`config.mk`:
```
export PLATFORM = sky130hd
export DESIGN_NAME = periodic_timer_table
export DESIGN_NICKNAME = d
export VERILOG_FILES = /design/src/design/ptt_pkg.sv /design/src/design/periodic_timer_table.sv /design/src/design/ptt_ctrl.sv /design/src/design/ptt_dp.sv
export SDC_FILE = /design/constraint.sdc
export NUM_CORES = 1
export LEC_CHECK = 0
export BUFFER_PORTS_ARGS = -buffer_cell sky130_fd_sc_hd__buf_2
export CORE_ASPECT_RATIO = 1.75
export CORE_MARGIN = 2
export CORE_UTILIZATION = 60
export CTS_CLUSTER_DIAMETER = 120
export DETAILED_ROUTE_END_ITERATION = 8
export GPL_ROUTABILITY_DRIVEN = 0
export PLACE_DENSITY = 0.75
export REMOVE_ABC_BUFFERS = 1
export SYNTH_ARGS = -nofsm -noshare
export SYNTH_HDL_FRONTEND = slang
export SYNTH_SLANG_ARGS = --single-unit
```
`constraint.sdc`:
```
create_clock -name i_clk -period 13 [get_ports i_clk]
set_clock_uncertainty 0.1 [all_clocks]
set_input_delay 1.3 -clock i_clk [delete_from_list [all_inputs] [get_ports i_clk]]
set_output_delay 1.3 -clock i_clk [all_outputs]
set_load 0.02 [all_outputs]
```
`src/design/ptt_pkg.sv`:
```
// Shared constants, codes and controller/datapath interface types for the timer table.
`timescale 1ns / 1ps

package ptt_pkg;

    // Table geometry and time format
    localparam int SLOTS         = 8;
    localparam int MAX_FIRES     = 7;
    localparam int TIME_BITS     = 24;
    localparam int SLOT_W        = (SLOTS > 1) ? $clog2(SLOTS) : 1;
    localparam int FIRE_W        = $clog2(MAX_FIRES + 1);

    // Field widths of the ports
    localparam int OP_W          = 2;
    localparam int HANDLE_W      = 16;
    localparam int IN_TIME_W     = 24;
    localparam int PAYLOAD_W     = 32;
    localparam int DELTA_W       = 16;
    localparam int KIND_W        = 3;

    // Clamp arithmetic runs at the wider of input and stored time width
    localparam int CLAMP_W       = (TIME_BITS > IN_TIME_W) ? TIME_BITS : IN_TIME_W;
    localparam logic [CLAMP_W-1:0] MIN_TIME = CLAMP_W'(50);
    localparam logic [CLAMP_W-1:0] TIME_MAX = CLAMP_W'((64'd1 << TIME_BITS) - 64'd1);

    // Opcodes
    localparam logic [OP_W-1:0] OP_ADD    = 2'd0;
    localparam logic [OP_W-1:0] OP_REMOVE = 2'd1;
    localparam logic [OP_W-1:0] OP_TICK   = 2'd2;

    // Result kinds
    localparam logic [KIND_W-1:0] K_ADDED    = 3'd0;
    localparam logic [KIND_W-1:0] K_FULL     = 3'd1;
    localparam logic [KIND_W-1:0] K_REMOVED  = 3'd2;
    localparam logic [KIND_W-1:0] K_NOTFOUND = 3'd3;
    localparam logic [KIND_W-1:0] K_FIRED    = 3'd4;
    localparam logic [KIND_W-1:0] K_TICKDONE = 3'd5;

    // Commands from controller to datapath
    typedef struct packed {
        logic capture;    // latch a new item
        logic add;        // run an add
        logic remove;     // run a remove
        logic visit;      // age the current slot
        logic fire;       // emit one fire of the current slot
        logic slot_end;   // retire expired slot, step to next slot
        logic tick_done;  // emit closing tick result
    } t_cmd;

    // Status from datapath to controller
    typedef struct packed {
        logic slot_live;  // current slot holds a timer
        logic can_fire;   // current slot may fire once more
        logic slot_last;  // current slot is the highest one
    } t_stat;

    // Raise to the minimum, limit to the stored range
    function automatic logic [TIME_BITS-1:0] clamp_time(input logic [IN_TIME_W-1:0] v);
        logic [CLAMP_W-1:0] w;
        w = CLAMP_W'(v);
        if (w < MIN_TIME) begin
            w = MIN_TIME;
        end
        if (w > TIME_MAX) begin
            w = TIME_MAX;
        end
        return w[TIME_BITS-1:0];
    endfunction

endpackage

```
`src/design/periodic_timer_table.sv`:
```
// Periodic timer table: eight slots of interval/lifetime timers with handles.
// Add and remove give their one registered result after the execute state. A tick visits
// each slot in turn; a live slot is aged, fires while it may and is retired when spent;
// tick done closes the walk. busy holds off start until the item's last result is out.
// Results appear one per cycle under o_strobe; the receiver cannot stall.
// Reset (synchronous, active low) empties every slot and sets the handle counter to zero.
`timescale 1ns / 1ps

module periodic_timer_table (
    input  logic                              i_clk,
    input  logic                              i_rst_n,
    input  logic                              start,
    output logic                              busy,
    input  logic [ptt_pkg::OP_W-1:0]          i_opcode,
    input  logic [ptt_pkg::HANDLE_W-1:0]      i_handle,
    input  logic [ptt_pkg::IN_TIME_W-1:0]     i_interval_ms,
    input  logic [ptt_pkg::IN_TIME_W-1:0]     i_duration_ms,
    input  logic [ptt_pkg::PAYLOAD_W-1:0]     i_payload,
    input  logic [ptt_pkg::DELTA_W-1:0]       i_delta_ms,
    output logic                              o_strobe,
    output logic [ptt_pkg::KIND_W-1:0]        o_kind,
    output logic [ptt_pkg::HANDLE_W-1:0]      o_out_handle,
    output logic [ptt_pkg::PAYLOAD_W-1:0]     o_out_payload,
    output logic                              o_last
);
    import ptt_pkg::*;

    t_cmd  cmd;
    t_stat stat;

    // Sequencer
    ptt_ctrl u_ctrl (
        .i_clk    (i_clk),
        .i_rst_n  (i_rst_n),
        .start    (start),
        .i_opcode (i_opcode),
        .i_stat   (stat),
        .o_cmd    (cmd),
        .busy     (busy)
    );

    // Slot table and arithmetic
    ptt_dp u_dp (
        .i_clk         (i_clk),
        .i_rst_n       (i_rst_n),
        .i_cmd         (cmd),
        .i_handle      (i_handle),
        .i_interval_ms (i_interval_ms),
        .i_duration_ms (i_duration_ms),
        .i_payload     (i_payload),
        .i_delta_ms    (i_delta_ms),
        .o_stat        (stat),
        .o_strobe      (o_strobe),
        .o_kind        (o_kind),
        .o_out_handle  (o_out_handle),
        .o_out_payload (o_out_payload),
        .o_last        (o_last)
    );

endmodule

```
`src/design/ptt_ctrl.sv`:
```
// Controller state machine: sequences add, remove and the slot-by-slot tick walk.
`timescale 1ns / 1ps

module ptt_ctrl (
    input  logic                  i_clk,
    input  logic                  i_rst_n,
    input  logic                  start,
    input  logic [ptt_pkg::OP_W-1:0] i_opcode,
    input  ptt_pkg::t_stat        i_stat,
    output ptt_pkg::t_cmd         o_cmd,
    output logic                  busy
);
    import ptt_pkg::*;

    typedef enum logic [2:0] {
        S_IDLE,
        S_EXEC,
        S_VISIT,
        S_FIRE,
        S_DONE
    } t_state;

    t_state          r_state, n_state;
    logic            r_is_add, n_is_add;
    logic            accept;

    assign busy   = (r_state != S_IDLE);
    assign accept = start && (r_state == S_IDLE);

    // Next state and commands
    always_comb begin
        n_state  = r_state;
        n_is_add = r_is_add;
        o_cmd    = '0;
        unique case (r_state)
            S_IDLE: begin
                if (accept) begin
                    o_cmd.capture = 1'b1;
                    n_is_add      = (i_opcode == OP_ADD);
                    case (i_opcode)
                        OP_ADD, OP_REMOVE: n_state = S_EXEC;
                        OP_TICK:           n_state = S_VISIT;
                        default:           n_state = S_IDLE;
                    endcase
                end
            end
            S_EXEC: begin
                o_cmd.add    = r_is_add;
                o_cmd.remove = !r_is_add;
                n_state      = S_IDLE;
            end
            S_VISIT: begin
                if (i_stat.slot_live) begin
                    o_cmd.visit = 1'b1;
                    n_state     = S_FIRE;
                end else begin
                    o_cmd.slot_end = 1'b1;
                    n_state        = i_stat.slot_last ? S_DONE : S_VISIT;
                end
            end
            S_FIRE: begin
                if (i_stat.can_fire) begin
                    o_cmd.fire = 1'b1;
                end else begin
                    o_cmd.slot_end = 1'b1;
                    n_state        = i_stat.slot_last ? S_DONE : S_VISIT;
                end
            end
            S_DONE: begin
                o_cmd.tick_done = 1'b1;
                n_state         = S_IDLE;
            end
            default: begin
                n_state = S_IDLE;
            end
        endcase
    end

    // State register
    always_ff @(posedge i_clk) begin
        if (!i_rst_n) begin
            r_state  <= S_IDLE;
            r_is_add <= 1'b0;
        end else begin
            r_state  <= n_state;
            r_is_add <= n_is_add;
        end
    end

endmodule

```
`src/design/ptt_dp.sv`:
```
// Datapath: slot registers, item latch, ageing and fire arithmetic, result register.
`timescale 1ns / 1ps

module ptt_dp (
    input  logic                              i_clk,
    input  logic                              i_rst_n,
    input  ptt_pkg::t_cmd                     i_cmd,
    input  logic [ptt_pkg::HANDLE_W-1:0]      i_handle,
    input  logic [ptt_pkg::IN_TIME_W-1:0]     i_interval_ms,
    input  logic [ptt_pkg::IN_TIME_W-1:0]     i_duration_ms,
    input  logic [ptt_pkg::PAYLOAD_W-1:0]     i_payload,
    input  logic [ptt_pkg::DELTA_W-1:0]       i_delta_ms,
    output ptt_pkg::t_stat                    o_stat,
    output logic                              o_strobe,
    output logic [ptt_pkg::KIND_W-1:0]        o_kind,
    output logic [ptt_pkg::HANDLE_W-1:0]      o_out_handle,
    output logic [ptt_pkg::PAYLOAD_W-1:0]     o_out_payload,
    output logic                              o_last
);
    import ptt_pkg::*;

    // Slot table
    logic [SLOTS-1:0]          r_valid;
    logic [HANDLE_W-1:0]       r_slot_handle   [SLOTS];
    logic [PAYLOAD_W-1:0]      r_slot_payload  [SLOTS];
    logic [TIME_BITS-1:0]      r_slot_interval [SLOTS];
    logic [TIME_BITS-1:0]      r_slot_left     [SLOTS];
    logic [TIME_BITS-1:0]      r_slot_accum    [SLOTS];
    logic [HANDLE_W-1:0]       r_next_id;

    // Latched item
    logic [HANDLE_W-1:0]       r_handle;
    logic [TIME_BITS-1:0]      r_interval;
    logic [TIME_BITS-1:0]      r_duration;
    logic [PAYLOAD_W-1:0]      r_payload;
    logic [DELTA_W-1:0]        r_delta;

    // Walk counters
    logic [SLOT_W-1:0]         r_idx;
    logic [FIRE_W-1:0]         r_fires;

    // Result register
    logic                      r_strobe;
    logic [KIND_W-1:0]         r_kind;
    logic [HANDLE_W-1:0]       r_out_handle;
    logic [PAYLOAD_W-1:0]      r_out_payload;
    logic                      r_last;

    // Lowest free slot and handle matches
    logic                      any_free;
    logic [SLOT_W-1:0]         free_idx;
    logic [SLOTS-1:0]          match;

    always_comb begin
        any_free = 1'b0;
        free_idx = '0;
        for (int i = SLOTS - 1; i >= 0; i--) begin
            if (!r_valid[i]) begin
                any_free = 1'b1;
                free_idx = SLOT_W'(i);
            end
        end
        for (int i = 0; i < SLOTS; i++) begin
            match[i] = r_valid[i] && (r_slot_handle[i] == r_handle);
        end
    end

    // Ageing of the current slot
    logic [TIME_BITS-1:0]      cur_left, cur_accum, cur_int;
    logic [TIME_BITS-1:0]      delta_ext;
    logic [TIME_BITS-1:0]      aged_left, aged_accum;
    logic [TIME_BITS:0]        accum_sum;

    assign cur_left   = r_slot_left[r_idx];
    assign cur_accum  = r_slot_accum[r_idx];
    assign cur_int    = r_slot_interval[r_idx];
    assign delta_ext  = TIME_BITS'(r_delta);
    assign aged_left  = (cur_left > delta_ext) ? (cur_left - delta_ext) : '0;
    assign accum_sum  = {1'b0, cur_accum} + {1'b0, delta_ext};
    assign aged_accum = accum_sum[TIME_BITS] ? {TIME_BITS{1'b1}} : accum_sum[TIME_BITS-1:0];

    // Status
    assign o_stat.slot_live = r_valid[r_idx];
    assign o_stat.slot_last = (r_idx == SLOT_W'(SLOTS - 1));
    assign o_stat.can_fire  = (r_fires < FIRE_W'(MAX_FIRES)) && (cur_left != '0)
                              && (cur_accum >= cur_int);

    // Table, latch and counters
    always_ff @(posedge i_clk) begin
        if (!i_rst_n) begin
            r_valid   <= '0;
            r_next_id <= '0;
            r_idx     <= '0;
            r_fires   <= '0;
        end else begin
            if (i_cmd.capture) begin
                r_handle   <= i_handle;
                r_interval <= clamp_time(i_interval_ms);
                r_duration <= clamp_time(i_duration_ms);
                r_payload  <= i_payload;
                r_delta    <= i_delta_ms;
                r_idx      <= '0;
            end
            if (i_cmd.add && any_free) begin
                r_valid[free_idx]         <= 1'b1;
                r_slot_handle[free_idx]   <= r_next_id;
                r_slot_payload[free_idx]  <= r_payload;
                r_slot_interval[free_idx] <= r_interval;
                r_slot_left[free_idx]     <= r_duration;
                r_slot_accum[free_idx]    <= '0;
                r_next_id                 <= r_next_id + 1'b1;
            end
            if (i_cmd.remove) begin
                r_valid <= r_valid & ~match;
            end
            if (i_cmd.visit) begin
                r_slot_left[r_idx]  <= aged_left;
                r_slot_accum[r_idx] <= aged_accum;
                r_fires             <= '0;
            end
            if (i_cmd.fire) begin
                r_slot_accum[r_idx] <= cur_accum - cur_int;
                r_fires             <= r_fires + 1'b1;
            end
            if (i_cmd.slot_end) begin
                if (r_valid[r_idx] && (cur_left == '0)) begin
                    r_valid[r_idx] <= 1'b0;
                end
                if (!o_stat.slot_last) begin
                    r_idx <= r_idx + 1'b1;
                end
            end
        end
    end

    // Result register: one transfer per strobe
    always_ff @(posedge i_clk) begin
        if (!i_rst_n) begin
            r_strobe <= 1'b0;
        end else begin
            r_strobe <= i_cmd.add || i_cmd.remove || i_cmd.fire || i_cmd.tick_done;
        end
    end

    always_ff @(posedge i_clk) begin
        if (i_cmd.add) begin
            r_kind        <= any_free ? K_ADDED : K_FULL;
            r_out_handle  <= any_free ? r_next_id : '0;
            r_out_payload <= '0;
            r_last        <= 1'b1;
        end else if (i_cmd.remove) begin
            r_kind        <= (|match) ? K_REMOVED : K_NOTFOUND;
            r_out_handle  <= r_handle;
            r_out_payload <= '0;
            r_last        <= 1'b1;
        end else if (i_cmd.fire) begin
            r_kind        <= K_FIRED;
            r_out_handle  <= r_slot_handle[r_idx];
            r_out_payload <= r_slot_payload[r_idx];
            r_last        <= 1'b0;
        end else begin
            r_kind        <= K_TICKDONE;
            r_out_handle  <= '0;
            r_out_payload <= '0;
            r_last        <= 1'b1;
        end
    end

    assign o_strobe      = r_strobe;
    assign o_kind        = r_kind;
    assign o_out_handle  = r_out_handle;
    assign o_out_payload = r_out_payload;
    assign o_last        = r_last;

endmodule
```
Word-level counts from Yosys, hierarchy flattened. Memory sizes are Yosys's and may differ from the RTL's. A register that Yosys moved wholly into a read port is not among the register bits. Index checks and enable logic that the tools add are counted.

Bits in registers: 167. Latch bits: 0. Bits in writable memories: 960. Memory bits (read-only): 0. Output and inout bits: 54. Memories kept: 5.

Memories: u_dp.r_slot_payload (words 8, width 32, rd ports 1, clocked after memory_dff 1, wr ports 1, line ptt_dp.sv:25) `logic [PAYLOAD_W-1:0] r_slot_payload [SLOTS];`; u_dp.r_slot_accum (words 8, width 24, rd ports 1, clocked after memory_dff 1, wr ports 1, line ptt_dp.sv:28) `logic [TIME_BITS-1:0] r_slot_accum [SLOTS];`; u_dp.r_slot_interval (words 8, width 24, rd ports 1, clocked after memory_dff 1, wr ports 1, line ptt_dp.sv:26) `logic [TIME_BITS-1:0] r_slot_interval [SLOTS];`; u_dp.r_slot_left (words 8, width 24, rd ports 1, clocked after memory_dff 1, wr ports 1, line ptt_dp.sv:27) `logic [TIME_BITS-1:0] r_slot_left [SLOTS];`; u_dp.r_slot_handle (words 8, width 16, rd ports 9, clocked after memory_dff 1, wr ports 1, line ptt_dp.sv:24) `logic [HANDLE_W-1:0] r_slot_handle [SLOTS];`.

Add/subtract/negate cells: 6. Multiply operators: 0. Div/mod/pow operators: 0. Order comparisons: 11. Equal/unequal tests: 17. Shift-type cells: 0. Multiplexer cells: 87. Bitwise operators: 7. Reductions and logical operators: 34.

Operator list (count): 24-bit two-way mux (11); 16-bit equality test (8); 3-bit two-way mux (25); 16-bit two-way mux (4); 24-bit greater-than comparator, second input constant (2); 24-bit by 6-bit less-than comparator with 1-bit output, second input constant (2); 24-bit OR reduction (2); 8-bit two-way mux (5); 1-bit two-way mux (35); 24-bit by 16-bit adder with 25-bit output (1); 24-bit greater-or-equal comparator (1); 24-bit by 16-bit greater-than comparator with 1-bit output (1); 24-bit zero test (1); 24-bit nonzero test (1); 24-bit by 16-bit subtractor with 24-bit output (1); 24-bit subtractor (1); 16-bit by 1-bit adder with 16-bit output, second input constant (1); 8-bit bitwise AND (2); 8-bit inverter (2); 1-bit logical AND (15); 3-bit case mux with 3 select lines (1); 3-bit by 4-bit less-than comparator with 1-bit output, second input constant (2); 8-bit OR (1); 8-bit OR reduction (1); 26 further kinds (36).

Depth between registers and ports, before layout.
Depth in word-level cells: 19. Depth in mapped cells: 27. Mapped depth without buffers: 17.

Modules after synthesis. A second synthesis with hierarchy kept.

Cell total of the unflattened synthesis: 3675. Area total of the unflattened synthesis: 49837.8 um^2.

Modules (own cells, without submodules): ptt_dp (times used 1, cells an instance 3640, area an instance 49511.2 um^2); ptt_ctrl (times used 1, cells an instance 35, area an instance 326.6 um^2).

Worst setup path after synthesis. Ideal clock, no wire load.

Kind: input-to-reg. Start point: input port i_rst_n. End point: memory u_dp.r_slot_handle[1][0] (enable). Library setup time: 0.606 ns. Data arrival time: 6.989 ns. Data required time: 12.294 ns. Slack: 5.305 ns. Stages: 3. Cell sequence: clkbuf_1 -> nand2_1 -> nor3b_1.

Word-level cells in the longest chain between the ends: 2.

RTL lines: start: declaration (line periodic_timer_table.sv:11) `input logic i_rst_n,`; 1-bit two-way mux (line ptt_dp.sv:90) `if (!i_rst_n) begin`; 1-bit two-way mux (not written as such) (line ptt_dp.sv:106) `r_slot_handle[free_idx] <= r_next_id;`; end: declaration (line ptt_dp.sv:24).

Every way passes these cells.

Worst setup path after layout.
Start point: register u_dp.r_idx[1]. End point: memory u_dp.r_slot_accum[0][3] (enable).

Word-level cells in the longest chain between the ends: 10.

RTL lines: start: declaration (line ptt_dp.sv:39) `logic [SLOT_W-1:0] r_idx;`; start signal: assignment (line ptt_dp.sv:130) `r_idx <= r_idx + 1'b1;`; 1-bit binary-select mux with 3-bit select (line ptt_dp.sv:83) `assign o_stat.slot_live = r_valid[r_idx];`; 1-bit two-way mux (not written as such) (line ptt_dp.sv:83); 1-bit two-way mux (line ptt_ctrl.sv:53) `if (i_stat.slot_live) begin`; 1-bit two-way mux (line ptt_ctrl.sv:35) `unique case (r_state)`; 1-bit two-way mux (line ptt_dp.sv:116) `if (i_cmd.visit) begin`; 1-bit two-way mux (line ptt_dp.sv:90); 1-bit two-way mux (not written as such) (line ptt_dp.sv:118) `r_slot_accum[r_idx] <= aged_accum;`; 1-bit OR (no line); 24-bit OR reduction (no line); 3-bit two-way mux (no line) or 1-bit two-way mux (tied branches); end: declaration (line ptt_dp.sv:28).

Parallel ways exist; a longest one is shown, timed or not. The select of a mux whose other input is x is not followed.

==> impl_metrics.py <==
metrics = {
    "status": {
        "status": "completed",
    },
    "cts": {
        "cts_resized": 0,
        "insertion_delay_ns": 0.73,
        "cts_tree": "done",
        "cts_root_buf": "clkbuf_16",
        "hold_buffers": 0,
        "path_clk_slew_ns": 0.07,
        "cts_made_buffers": 97,
        "cts_setup_buffers": 0,
        "h-tree-depth": 3,
        "cts.sinks": 1159,
        "cts_buffer_depth": 3,
    },
    "job": {
        "max_cap_violations": 0,
    },
    "detailed_routing": {
        "wl_per_cell_um": 30.9,
        "route.vias.total": 29900,
        "detail-route-antenna-nets": 0,
        "drc_errors": 0,
        "drt_first_pass_iters": 7,
        "routed_wl_um": 134000,
        "drtIter0Drc": 3678,
        "avgViaCountPerCell": 6.90,
    },
    "yosys": {
        "ys_seq_elements": 1159,
        "synth_xor_area_share_pct": 3.67,
        "avgSynthCellArea_sq_um": 15.4,
        "synth_seq_area_share_pct": 71.2,
        "async_flop_share_pct": 0,
        "ys_warn_count": 0,
        "synthAdderAreaFrac_pct": 1.70,
        "synth_flop_cell": "edfxtp_1",
        "ys_types": 94,
        "muxShareOfSynthArea_pct": 4.56,
        "synth-edff-count": 1072,
        "synth_top_family_by_area": "compound AO/OA/AOI/OAI gates",
        "synth_compound_area_share_pct": 11.0,
        "synth_area_sq_um": 47700,
        "synthCells": 3086,
        "synth-simple-area-share_pct": 5.57,
    },
    "place": {
        "portBuffers": 170,
        "hpwl_um": 84800,
        "dp.cells": 4151,
    },
    "setup_path": {
        "worst-path-buf-inv": 3,
        "cp.arrival_ns": 7.65,
        "cpPeakStageDelay_ns": 0.83,
        "path_delay_family": "simple AND/OR/NAND/NOR gates",
        "required_ns": 13.22,
        "end_kind": "register",
        "slowest_stage": "nor2_4",
        "worstPathCellList": "buf_12 > nand2_2 > nor2_4 > buf_4 > a22oi_1 > nand4_1 > ha_1 > inv_1 > fa_1 > a211oi_1 > o21bai_1 > o22a_1 > a211oi_1 > o31ai_1 > and3_1 > a21oi_4 > mux2i_1 > nor2_4",
        "worst_setup_path_start_kind": "register",
        "critPathMaxFanout": 94,
        "crit_type": "register to register",
    },
    "grt": {
        "grt_max_degree": 95,
        "grt_usage_pct": 32.8,
        "antenna_found_initial": 0,
        "overflow": 0,
        "grt_pass1_wl_um": 194000,
        "grt_pass1_vias": 30000,
    },
    "timing": {
        "rsz0062_at_grt": "false",
        "max_freq_mhz": 135,
        "slew_headroom_pct": 20.2,
        "holdWs_ns": 0.393,
        "tightest_slew_ns": 1.20,
        "setup-tns-final_ns": 0,
        "slew_viol_final": 0,
        "period_needed_ns": 7.42,
        "hold_viol": 0,
        "setup_viol": 0,
        "min_period_over_period_pct": 57.1,
    },
    "die": {
        "dieWidth_um": 217,
        "fp.dieH_um": 377,
        "die_area_sq_um": 81800,
        "start_util_pct": 60.6,
        "fp-row-count": 136,
        "core-area_sq_um": 78600,
        "io_pins": 171,
    },
    "pwr": {
        "power_frac_comb_pct": 6.3,
        "leakage_nw": 17.5,
        "p_clk_share_pct": 40.1,
        "seqPwrFrac_pct": 53.7,
        "irDropWorstVdd_v": 0.000135,
        "swShare_pct": 22.2,
        "p_switching_w": 0.00170,
        "p_per_area_nw_per_um2": 145,
        "p_int_w": 0.00598,
    },
    "final_layout": {
        "multi_input_area_sq_um": 12900,
        "layout-area-overhead-vs-synth_pct": 11.0,
        "nets": 3395,
        "seq_area_sq_um": 33900,
        "drive_gt1_share_pct": 16.8,
        "nFillCells": 5269,
        "layoutNonFillerInstCount": 4336,
    },
    "hold_path": {
        "hold_path_class": "register to register",
    },
}
-- metrics by stage --
step	cell area (sq um)	setup WS [ns]	utilization, %	total power [W]
2_1_floorplan	46700	-0.631	-	0.00450
3_3_place_gp	49500	5.90	63.0	0.00465
3_5_place_dp	49500	5.78	63.0	0.00466
4_1_cts	52900	5.76	67.3	0.00768
5_1_grt	52900	5.47	67.3	0.00785
6_report	52900	5.58	67.3	0.00768
-- logic make-up after synthesis --
logic type	count (synthesis)
DFF	1159
AOI/OAI and AO/OA	727
and+or+nand+nor	531
buffers and inverters	238
xor gates and xnor gates	200
muxes	168
adders and majority gates	63
-- worst reg2reg max path, delay by kind of cell, from the launching register on --
kind	cells	cell delay [ns]
flops	1	0.55
compound gates	7	2.06
fa+ha+maj	2	0.61
mux	1	0.35
simple gates	5	2.31
buf+inv	3	1.03
-- final timing paths --
check / depth (start not counted) / to / slack (ns) / startpoint
setup / recovery: 18 / u_dp.r_slot_accum[0][3] / 5.58 / u_dp.r_idx[1]
hold / removal: 2 / u_dp.o_out_payload[2] / 0.39 / u_dp.r_slot_payload[3][2]
setup reg to reg: 18 / u_dp.r_slot_accum[0][3] / 5.58 / u_dp.r_idx[1]
hold reg to reg: 2 / u_dp.o_out_payload[2] / 0.39 / u_dp.r_slot_payload[3][2]
-- cell type report --
type	instances	share of cell area, %
Antenna cell	1	0.00473
Multi-Input combinational cell	1689	24.3
Tap cell	1035	2.45
Sequential cell	1159	64.1
Clock inverter	63	1.47
Timing Repair Buffer	221	2.35
Clock buffer	121	4.95
Inverter	47	0.338
-- cells in the mapped netlist, drive strengths merged (22+ instances only) --
| cell | n | area (sq um) |
|---|---|---|
| a21o | 22 | 165 |
| a21oi | 144 | 736 |
| a221oi | 103 | 1010 |
| a22o | 40 | 350 |
| a22oi | 137 | 1030 |
| a31oi | 31 | 194 |
| buf | 59 | 449 |
| clkbuf | 132 | 495 |
| dfxtp | 87 | 1740 |
| edfxtp | 1072 | 32200 |
| ha | 60 | 751 |
| inv | 45 | 171 |
| mux2 | 59 | 672 |
| mux2i | 76 | 761 |
| mux4 | 33 | 743 |
| nand2 | 139 | 524 |
| nand3 | 42 | 215 |
| nand4 | 56 | 350 |
| nor2 | 138 | 542 |
| nor2b | 25 | 159 |
| nor3 | 27 | 135 |
| nor4 | 22 | 138 |
| o21ai | 85 | 433 |
| o22ai | 53 | 338 |
| xnor2 | 157 | 1380 |
| xor2 | 43 | 377 |
-- flip-flops by register name, summed over array words and instances, names as in the netlist, 8 cells and up --
signal                flops
u_dp.r_slot_left        192
u_dp.r_duration          24
u_dp.r_payload           32
u_dp.r_delta             16
u_dp.r_slot_accum       192
u_dp.o_out_payload       32
u_dp.r_slot_payload     256
u_dp.r_handle            16
u_dp.r_slot_interval    192
u_dp.r_next_id           16
u_dp.r_valid              8
u_dp.o_out_handle        16
u_dp.r_slot_handle      128
u_dp.r_interval          24
-- power groups by stage --
| stage | sequential [W] | clock [W] | combinational (W) |
|---|---|---|---|
| 6_report | 0.00412 | 0.00308 | 0.000481 |
| 5_1_grt | 0.00412 | 0.00322 | 0.000505 |
| 4_1_cts | 0.00412 | 0.00309 | 0.000466 |
| 3_5_place_dp | 0.00420 | 0 | 0.000462 |
| 3_3_place_gp | 0.00420 | 0 | 0.000450 |
| 2_1_floorplan | 0.00421 | 0 | 0.000292 |
-- per-layer routing --
layer / part of all wire [%] / GRT usage [%] / wire length (um)
met5: 0 / 0 / 0
met4: 7.6 / 22.8 / 10200
met3: 9.3 / 6.32 / 12500
met2: 49 / 53.8 / 65200
met1: 34 / 39.3 / 46200
-- placed cells by master, fill, tap and decap left out, types with 43 or more instances in the layout --
| cell | n |
|---|---|
| edfxtp_1 | 1072 |
| buf_2 | 170 |
| xnor2_1 | 157 |
| a21oi_1 | 142 |
| nand2_1 | 138 |
| a22oi_1 | 137 |
| nor2_1 | 108 |
| clkbuf_16 | 97 |
| a221oi_1 | 86 |
| dfxtp_1 | 84 |
| o21ai_0 | 78 |
| mux2i_1 | 76 |
| ha_1 | 60 |
| nand4_1 | 56 |
| mux2_2 | 54 |
| o22ai_1 | 52 |
| buf_4 | 50 |
| inv_1 | 43 |
| xor2_1 | 43 |
Power figures use the tool's default switching activity.
